===== src/rtl/xst_pkg.sv =====
`timescale 1ns / 1ps
package xst_pkg;

   localparam int StateWidth = 5;

   localparam logic [4:0] ST_IDLE       = 5'd0;
   localparam logic [4:0] ST_TEXT       = 5'd1;
   localparam logic [4:0] ST_LT         = 5'd2;
   localparam logic [4:0] ST_PI         = 5'd3;
   localparam logic [4:0] ST_PI_Q       = 5'd4;
   localparam logic [4:0] ST_STAG_NAME  = 5'd5;
   localparam logic [4:0] ST_STAG_SLASH = 5'd6;
   localparam logic [4:0] ST_STAG_WS    = 5'd7;
   localparam logic [4:0] ST_ANAME      = 5'd8;
   localparam logic [4:0] ST_ANAME_WS   = 5'd9;
   localparam logic [4:0] ST_AVAL_PRE   = 5'd10;
   localparam logic [4:0] ST_AVAL       = 5'd11;
   localparam logic [4:0] ST_ENT_START  = 5'd12;
   localparam logic [4:0] ST_ENT_NAME   = 5'd13;
   localparam logic [4:0] ST_ETAG_START = 5'd14;
   localparam logic [4:0] ST_ETAG_NAME  = 5'd15;
   localparam logic [4:0] ST_ETAG_WS    = 5'd16;
   localparam logic [4:0] ST_ERR        = 5'd17;
   localparam logic [4:0] ST_DONE       = 5'd18;

   localparam logic [2:0] KIND_NONE  = 3'd0;
   localparam logic [2:0] KIND_TEXT  = 3'd1;
   localparam logic [2:0] KIND_START = 3'd2;
   localparam logic [2:0] KIND_END   = 3'd3;
   localparam logic [2:0] KIND_PI    = 3'd4;
   localparam logic [2:0] KIND_DOC   = 3'd5;

   localparam logic [2:0] ROLE_DELIM = 3'd0;
   localparam logic [2:0] ROLE_NAME  = 3'd1;
   localparam logic [2:0] ROLE_ANAME = 3'd2;
   localparam logic [2:0] ROLE_VALUE = 3'd3;
   localparam logic [2:0] ROLE_TEXT  = 3'd4;
   localparam logic [2:0] ROLE_PI    = 3'd5;

   localparam logic [3:0] ERR_NONE       = 4'd0;
   localparam logic [3:0] ERR_CDATA_END  = 4'd1;
   localparam logic [3:0] ERR_BANG       = 4'd2;
   localparam logic [3:0] ERR_NAME_START = 4'd3;
   localparam logic [3:0] ERR_TAG_CHAR   = 4'd4;
   localparam logic [3:0] ERR_SLASH      = 4'd5;
   localparam logic [3:0] ERR_ATTR_NAME  = 4'd6;
   localparam logic [3:0] ERR_EQUALS     = 4'd7;
   localparam logic [3:0] ERR_QUOTE      = 4'd8;
   localparam logic [3:0] ERR_LT_VALUE   = 4'd9;
   localparam logic [3:0] ERR_ENT_CHAR   = 4'd10;
   localparam logic [3:0] ERR_ENT_UNKNOWN = 4'd11;
   localparam logic [3:0] ERR_ETAG_CHAR  = 4'd12;
   localparam logic [3:0] ERR_EARLY_END  = 4'd13;

   localparam logic [31:0] ENT_AMP  = 32'h00616d70;
   localparam logic [31:0] ENT_LT   = 32'h00006c74;
   localparam logic [31:0] ENT_GT   = 32'h00006774;
   localparam logic [31:0] ENT_APOS = 32'h61706f73;
   localparam logic [31:0] ENT_QUOT = 32'h71756f74;

   function automatic logic is_ws(input logic [7:0] c);
      return c == 8'h20 || c == 8'h0a || c == 8'h0d || c == 8'h09;
   endfunction

   function automatic logic is_name_start(input logic [7:0] c);
      return (c >= 8'h61 && c <= 8'h7a) || (c >= 8'h41 && c <= 8'h5a) ||
             c == 8'h3a || c == 8'h5f;
   endfunction

   function automatic logic is_name_char(input logic [7:0] c);
      return is_name_start(c) || c == 8'h2d || c == 8'h2e ||
             (c >= 8'h30 && c <= 8'h39);
   endfunction

endpackage


===== src/rtl/xml_stream_tokenizer.sv =====
`timescale 1ns / 1ps
// A result is held in the result register from the cycle after its byte is accepted.
// Throughput: one byte per cycle; the parse state update is a single short decode step.
// The result register only stalls the input when it is full and not being taken.
// Reset (synchronous, active high) returns the parser to document start, clears
// the entity buffer, bracket count and sticky error, and empties the result register.
module xml_stream_tokenizer
   import xst_pkg::*;
(
   input  logic       clock,
   input  logic       reset,
   input  logic       req_valid,
   output logic       req_ready,
   input  logic [7:0] req_in_byte,
   input  logic       req_last_byte,
   output logic       rsp_valid,
   input  logic       rsp_ready,
   output logic [2:0] rsp_token_kind,
   output logic       rsp_token_begin,
   output logic [2:0] rsp_byte_role,
   output logic [7:0] rsp_out_byte,
   output logic       rsp_out_valid,
   output logic       rsp_attr_done,
   output logic       rsp_tag_closed,
   output logic       rsp_self_closing,
   output logic       rsp_end_document,
   output logic [3:0] rsp_error_code
);

   // Parser state.
   logic [4:0]  state_ff, state_in;
   logic [31:0] ebuf_ff, ebuf_in;
   logic [2:0]  elen_ff, elen_in;
   logic        einval_ff, einval_in;
   logic        qsingle_ff, qsingle_in;
   logic [1:0]  brk_ff, brk_in;
   logic [3:0]  sticky_ff, sticky_in;

   // Result register.
   logic        rv_ff;
   logic [2:0]  kind_ff;
   logic        begin_ff;
   logic [2:0]  role_ff;
   logic [7:0]  ob_ff;
   logic        ov_ff, ad_ff, tc_ff, sc_ff, ed_ff;
   logic [3:0]  err_ff;

   logic [2:0] kind, role;
   logic       tbeg, ov, ad, tc, sc, ed, checkend, ent_hit;
   logic [7:0] ob, c, rep;
   logic [3:0] err;
   logic       accept;

   // The result register may be refilled in the same cycle it is drained.
   assign req_ready = !rv_ff || rsp_ready;
   assign accept    = req_valid && req_ready;
   assign c         = req_in_byte;

   // Entity lookup on the stored name; the buffer keeps the newest byte lowest.
   always_comb begin
      ent_hit = 1'b1;
      rep     = 8'h00;
      if (elen_ff == 3'd3 && ebuf_ff[23:0] == ENT_AMP[23:0]) begin
         rep = 8'h26;
      end else if (elen_ff == 3'd2 && ebuf_ff[15:0] == ENT_LT[15:0]) begin
         rep = 8'h3c;
      end else if (elen_ff == 3'd2 && ebuf_ff[15:0] == ENT_GT[15:0]) begin
         rep = 8'h3e;
      end else if (elen_ff == 3'd4 && ebuf_ff == ENT_APOS) begin
         rep = 8'h27;
      end else if (elen_ff == 3'd4 && ebuf_ff == ENT_QUOT) begin
         rep = 8'h22;
      end else begin
         ent_hit = 1'b0;
      end
   end

   always_comb begin
      kind = KIND_NONE; tbeg = 1'b0; role = ROLE_DELIM; ob = 8'h00; ov = 1'b0;
      ad = 1'b0; tc = 1'b0; sc = 1'b0; ed = 1'b0; err = ERR_NONE;
      checkend   = 1'b1;
      state_in   = state_ff;
      ebuf_in    = ebuf_ff;
      elen_in    = elen_ff;
      einval_in  = einval_ff;
      qsingle_in = qsingle_ff;
      brk_in     = brk_ff;
      sticky_in  = sticky_ff;
      case (state_ff)
         ST_IDLE, ST_TEXT: begin
            if (c == 8'h3c) begin
               brk_in   = 2'd0;
               state_in = ST_LT;
            end else begin
               kind     = KIND_TEXT;
               role     = ROLE_TEXT;
               tbeg     = state_ff == ST_IDLE;
               state_in = ST_TEXT;
               if (c == 8'h26) begin
                  brk_in    = 2'd0;
                  einval_in = 1'b0;
                  state_in  = ST_ENT_START;
               end else if (c == 8'h5d) begin
                  if (brk_ff != 2'd2) brk_in = brk_ff + 2'd1;
                  ob = c; ov = 1'b1;
               end else if (c == 8'h3e && brk_ff == 2'd2) begin
                  err = ERR_CDATA_END;
               end else begin
                  brk_in = 2'd0;
                  ob = c; ov = 1'b1;
               end
            end
         end
         ST_LT: begin
            if (c == 8'h3f) begin
               kind = KIND_PI; tbeg = 1'b1; state_in = ST_PI;
            end else if (c == 8'h2f) begin
               kind = KIND_END; tbeg = 1'b1; state_in = ST_ETAG_START;
            end else if (c == 8'h21) begin
               err = ERR_BANG;
            end else if (is_name_start(c)) begin
               kind = KIND_START; tbeg = 1'b1; role = ROLE_NAME; ob = c; ov = 1'b1;
               state_in = ST_STAG_NAME;
            end else begin
               err = ERR_NAME_START;
            end
         end
         ST_PI, ST_PI_Q: begin
            kind = KIND_PI;
            if (state_ff == ST_PI_Q && c == 8'h3e) begin
               tc = 1'b1; state_in = ST_IDLE;
            end else begin
               role = ROLE_PI; ob = c; ov = 1'b1;
               state_in = (c == 8'h3f) ? ST_PI_Q : ST_PI;
            end
         end
         ST_STAG_NAME, ST_STAG_WS: begin
            kind = KIND_START;
            if (c == 8'h3e) begin
               tc = 1'b1; state_in = ST_IDLE;
            end else if (c == 8'h2f) begin
               state_in = ST_STAG_SLASH;
            end else if (is_ws(c)) begin
               state_in = ST_STAG_WS;
            end else if (state_ff == ST_STAG_NAME) begin
               if (is_name_char(c)) begin
                  role = ROLE_NAME; ob = c; ov = 1'b1;
               end else begin
                  err = ERR_TAG_CHAR;
               end
            end else if (is_name_start(c)) begin
               role = ROLE_ANAME; ob = c; ov = 1'b1; state_in = ST_ANAME;
            end else begin
               err = ERR_ATTR_NAME;
            end
         end
         ST_STAG_SLASH: begin
            kind = KIND_START;
            if (c == 8'h3e) begin
               tc = 1'b1; sc = 1'b1; state_in = ST_IDLE;
            end else begin
               err = ERR_SLASH;
            end
         end
         ST_ANAME: begin
            kind = KIND_START;
            if (is_name_char(c)) begin
               role = ROLE_ANAME; ob = c; ov = 1'b1;
            end else if (c == 8'h3d) begin
               state_in = ST_AVAL_PRE;
            end else if (is_ws(c)) begin
               state_in = ST_ANAME_WS;
            end else begin
               err = ERR_ATTR_NAME;
            end
         end
         ST_ANAME_WS: begin
            kind = KIND_START;
            if (c == 8'h3d) state_in = ST_AVAL_PRE;
            else if (!is_ws(c)) err = ERR_EQUALS;
         end
         ST_AVAL_PRE: begin
            kind = KIND_START;
            if (c == 8'h22 || c == 8'h27) begin
               qsingle_in = c == 8'h27;
               state_in   = ST_AVAL;
            end else if (!is_ws(c)) begin
               err = ERR_QUOTE;
            end
         end
         ST_AVAL: begin
            kind = KIND_START;
            if (c == (qsingle_ff ? 8'h27 : 8'h22)) begin
               ad = 1'b1; state_in = ST_STAG_WS;
            end else if (c == 8'h26) begin
               role = ROLE_VALUE; einval_in = 1'b1; state_in = ST_ENT_START;
            end else if (c == 8'h3c) begin
               err = ERR_LT_VALUE;
            end else begin
               role = ROLE_VALUE; ob = c; ov = 1'b1;
            end
         end
         ST_ENT_START, ST_ENT_NAME: begin
            kind = einval_ff ? KIND_START : KIND_TEXT;
            role = einval_ff ? ROLE_VALUE : ROLE_TEXT;
            if (state_ff == ST_ENT_START) begin
               if (is_name_start(c)) begin
                  ebuf_in  = {24'h000000, c};
                  elen_in  = 3'd1;
                  state_in = ST_ENT_NAME;
               end else begin
                  err = ERR_ENT_CHAR;
               end
            end else if (is_name_char(c)) begin
               ebuf_in = {ebuf_ff[23:0], c};
               if (elen_ff < 3'd5) elen_in = elen_ff + 3'd1;
            end else if (c == 8'h3b) begin
               if (ent_hit) begin
                  ob = rep; ov = 1'b1;
                  state_in = einval_ff ? ST_AVAL : ST_TEXT;
               end else begin
                  err = ERR_ENT_UNKNOWN;
               end
            end else begin
               err = ERR_ENT_CHAR;
            end
         end
         ST_ETAG_START: begin
            kind = KIND_END;
            if (is_name_start(c)) begin
               role = ROLE_NAME; ob = c; ov = 1'b1; state_in = ST_ETAG_NAME;
            end else begin
               err = ERR_NAME_START;
            end
         end
         ST_ETAG_NAME, ST_ETAG_WS: begin
            kind = KIND_END;
            if (c == 8'h3e) begin
               tc = 1'b1; state_in = ST_IDLE;
            end else if (is_ws(c)) begin
               state_in = ST_ETAG_WS;
            end else if (state_ff == ST_ETAG_NAME && is_name_char(c)) begin
               role = ROLE_NAME; ob = c; ov = 1'b1;
            end else begin
               err = ERR_ETAG_CHAR;
            end
         end
         ST_DONE: begin
            kind = KIND_DOC; checkend = 1'b0;
         end
         default: begin
            // Error state: repeat the sticky code on every byte.
            err = sticky_ff; checkend = 1'b0; state_in = ST_ERR;
         end
      endcase

      if (err == ERR_NONE && checkend && req_last_byte) begin
         if (state_in == ST_IDLE || state_in == ST_TEXT) begin
            ed = 1'b1; state_in = ST_DONE;
         end else begin
            err = ERR_EARLY_END;
         end
      end
      if (err != ERR_NONE) begin
         sticky_in = err;
         state_in  = ST_ERR;
         kind = KIND_NONE; tbeg = 1'b0; role = ROLE_DELIM; ob = 8'h00; ov = 1'b0;
         ad = 1'b0; tc = 1'b0; sc = 1'b0; ed = 1'b0;
      end
   end

   always_ff @(posedge clock) begin
      if (reset) begin
         state_ff   <= ST_IDLE;
         ebuf_ff    <= 32'h0;
         elen_ff    <= 3'd0;
         einval_ff  <= 1'b0;
         qsingle_ff <= 1'b0;
         brk_ff     <= 2'd0;
         sticky_ff  <= ERR_NONE;
         rv_ff      <= 1'b0;
      end else begin
         if (accept) begin
            state_ff   <= state_in;
            ebuf_ff    <= ebuf_in;
            elen_ff    <= elen_in;
            einval_ff  <= einval_in;
            qsingle_ff <= qsingle_in;
            brk_ff     <= brk_in;
            sticky_ff  <= sticky_in;
            rv_ff      <= 1'b1;
         end else if (rsp_ready) begin
            rv_ff <= 1'b0;
         end
      end
   end

   always_ff @(posedge clock) begin
      if (accept) begin
         kind_ff  <= kind;
         begin_ff <= tbeg;
         role_ff  <= role;
         ob_ff    <= ob;
         ov_ff    <= ov;
         ad_ff    <= ad;
         tc_ff    <= tc;
         sc_ff    <= sc;
         ed_ff    <= ed;
         err_ff   <= err;
      end
   end

   assign rsp_valid        = rv_ff;
   assign rsp_token_kind   = kind_ff;
   assign rsp_token_begin  = begin_ff;
   assign rsp_byte_role    = role_ff;
   assign rsp_out_byte     = ob_ff;
   assign rsp_out_valid    = ov_ff;
   assign rsp_attr_done    = ad_ff;
   assign rsp_tag_closed   = tc_ff;
   assign rsp_self_closing = sc_ff;
   assign rsp_end_document = ed_ff;
   assign rsp_error_code   = err_ff;

endmodule


===== config.mk =====
export PLATFORM = sky130hd
export DESIGN_NAME = xml_stream_tokenizer
export DESIGN_NICKNAME = d
export VERILOG_FILES = /design/src/rtl/xst_pkg.sv /design/src/rtl/xml_stream_tokenizer.sv
export SDC_FILE = /design/constraint.sdc
export NUM_CORES = 1
export LEC_CHECK = 0
export BUFFER_PORTS_ARGS = -buffer_cell sky130_fd_sc_hd__buf_2
export CORE_ASPECT_RATIO = 0.6
export CORE_UTILIZATION = 45
export CTS_BUF_LIST = sky130_fd_sc_hd__clkbuf_2 sky130_fd_sc_hd__clkbuf_4 sky130_fd_sc_hd__clkbuf_8
export DETAILED_ROUTE_END_ITERATION = 8
export PLACE_DENSITY_LB_ADDON = 0.2
export SYNTH_ARGS = -nofsm -noshare
export SYNTH_HDL_FRONTEND = slang
export SYNTH_SLANG_ARGS = --single-unit

===== constraint.sdc =====
create_clock -name clock -period 3.1 [get_ports clock]
set_input_delay 0 -clock clock [delete_from_list [all_inputs] [get_ports clock]]
set_output_delay 0 -clock clock [all_outputs]
set_load 0.02 [all_outputs]

==> metrics <==
area grow syn2layout 22.3%; fmax 320 MHz; Reg area 0.00171 sq mm; violated checks setup timing; Root Driver clkbuf_8; largest net degree at the start of global routing 52; CTS buffer count 9; warnings from Yosys 0; Final Cell Area 0.00597 sq mm; post-layout net count 727; number of global-route vias before repair 4,607; outcome finished, violations left; Worst-path clk slew 0.09 ns; drt initial violations 663; Slew @ Worst Pin 0.987 ns; Main synth FF type dfxtp_1; area of the multi-input gates 0.00297 sq mm; final worst slack -0.0255 ns; Crit Path Category in -> reg; fin crit share 101%; Seq/Total Area, Yosys 34.9%; gr usage total 32.6%; worst hold slack 0.0195 ns; fin. max-slew vios 0; EDFF count, synth 24; clk_lat worst skew 0.36 ns; Post-Route Setup TNS -0.0327 ns; routed len/inst 21.1 um; Fillers 1,001; first-pass GRT wire length 26.8 mm; CTS tree yes; GRT Residual Overflow 0; P_leak 2.20 nW; max_slew headroom 34.2%; Max-cap violations 0; Post-Syn Area 0.00488 sq mm; DR vias 5,438; worst-path maximum fanout 13; Syn Nets 635; Synth Register Bits 73; clock skew 0.0138 ns; Initial Utilization 46.2%; synth unique cells 86; startpoint types primary input; setup violators final 2; fin crit period 3.13 ns; Crit path required time 3.29 ns; Reg2Reg Setup Slack 0.08 ns; final HPWL from detailed placement 13.5 mm; Max Buffers Root-to-Sink 2; I/O pin cnt 39; PwrDens 419 mW/mm^2; Via-to-Cell Ratio 6.38; Setup crit end kind flop; antenna violations before repair 0; drt total wl 18.0 mm; Ant. Diodes 0; Post-DRT Antenna Nets 0; DIE WIDTH 136 um; drt drc 0; placed cell area 0.00565 sq mm; FP Rows 29; Synth Instances 617; core area 0.0106 sq mm; die height 82.7 um; Finished Core Util 56.5%; ys async rst share 0%; DRT Pass-1 Iters 6; HP Class in -> reg; Hold Vio Cnt, Final 0; Port-buffer cells 38; share of cells above drive strength 1 25.8%; data arrival time of the worst path 3.32 ns; Clock Sink Count 73; gpl congestion 1.03; Mapped Avg Cell Area 7.91 sq um; H-tree depth 3; die area 0.0113 sq mm; peak supply drop 0.307 mV
[synthesized netlist by cell type, drive strengths merged (8+ instances only)]
cell	instances	share of area, %
nand2	89	6.8
a21oi	75	7.8
dfxtp	49	20
nor2	44	3.4
nand3	39	4.0
o21ai	30	3.1
clkbuf	26	2.0
edfxtp	24	15
nor3	22	2.5
buf	19	2.4
inv	17	1.3
nand2b	12	1.7
a211oi	9	1.5
or3	9	1.3
a31oi	8	1.2
and3	8	1.0
[through the flow]
stage | power, mW | std cells | setup WS (ns)
after global routing | 2.59 | 853 | -0.0214
after CTS | 2.49 | 853 | 0.00982
final | 2.50 | 853 | -0.0255
after detailed placement | 1.68 | 832 | -0.0371
after global placement | 1.67 | 832 | 0.0974
after floorplan | 1.47 | 617 | 0.253
[routing by layer]
| metal | vias to the layer above | track usage [%] | wire length, um |
|---|---|---|---|
| li1 | 2491 | - | - |
| met3 | 24 | 10.6 | 2230 |
| met1 | 2581 | 50.6 | 8670 |
| met5 | - | 0 | 0 |
| met2 | 342 | 42.2 | 6850 |
| met4 | 0 | 6.00 | 233 |
[sequential cells by signal, indices dropped and copies added, names as in the netlist, 2 cells and up]
name	cells
brk_ff	2
elen_ff	3
ebuf_ff	32
rsp_out_byte	8
sticky_ff	4
rsp_token_kind	3
state_ff	5
rsp_error_code	4
rsp_byte_role	3
[cell usage in the layout, fill, tap and decap left out, types with 6 or more instances in the layout]
master,Yosys,routed
nand2_1,89,89
buf_4,1,84
a21oi_1,74,73
dfxtp_1,49,46
nor2_1,44,44
nand3_1,39,38
buf_2,10,38
o21ai_0,29,28
edfxtp_1,24,24
nor3_1,20,19
inv_1,17,17
nand2b_1,11,11
clkbuf_8,0,10
or3_1,8,8
and3_1,8,7
a211oi_1,8,7
or2_2,6,6
nand4b_1,6,6
o21a_1,6,6
a31oi_1,7,6
[kinds of logic after synthesis]
logic type      after synthesis  share of synthesized area (%)
simple gates                287                           31.6
compound gates              188                           26.3
xor+xnor                      1                          0.179
buf+inv                      63                           5.79
fa+ha+maj                     5                           1.28
flops                        73                           34.9
[cell type report]
type,count,area share [%]
Tap cell,139,2.91
Inverter,18,1.13
Clock inverter,5,0.922
Timing Repair Buffer,125,14.3
Sequential cell,73,28.6
Clock buffer,11,2.43
Multi-Input combinational cell,482,49.8
[worst max-delay path: stages]
cell and delay, ns:
dlygate4sd3_1 0.53, buf_2 0.20, and2_1 0.24, a222oi_1 0.46, a31oi_2 0.22, buf_4 0.20, o2111a_1 0.13, a211oi_1 0.32
o2bb2ai_1 0.22, and4bb_4 0.39, nand3b_4 0.17, a31oi_1 0.24
[worst paths after layout]
check,start,endpoint,cells after the start
worst max-delay path,req_in_byte[1],rsp_out_valid,12
worst max register to register,state_ff[4],sticky_ff[2],11
worst min-delay path,req_in_byte[2],qsingle_ff,3
worst min register to register,ebuf_ff[24],ebuf_ff[24],2
[what timing repair did]
action	4_1_cts	5_1_grt
hold buffers	3	0
gates cloned	1	0
hold endpoints to repair	2	0
gates resized for setup	7	14
endpoints found under the setup margin	5	31
pin swaps	1	2
buffers inserted	1	0
[power by group]
| group | switching (mW) | internal (mW) |
|---|---|---|
| Combinational | 0.397 | 0.234 |
| Sequential | 0.0305 | 1.05 |
| Clock | 0.385 | 0.402 |
| Total | 0.812 | 1.69 |
No activity file was read; power rests on OpenSTA's default activity.
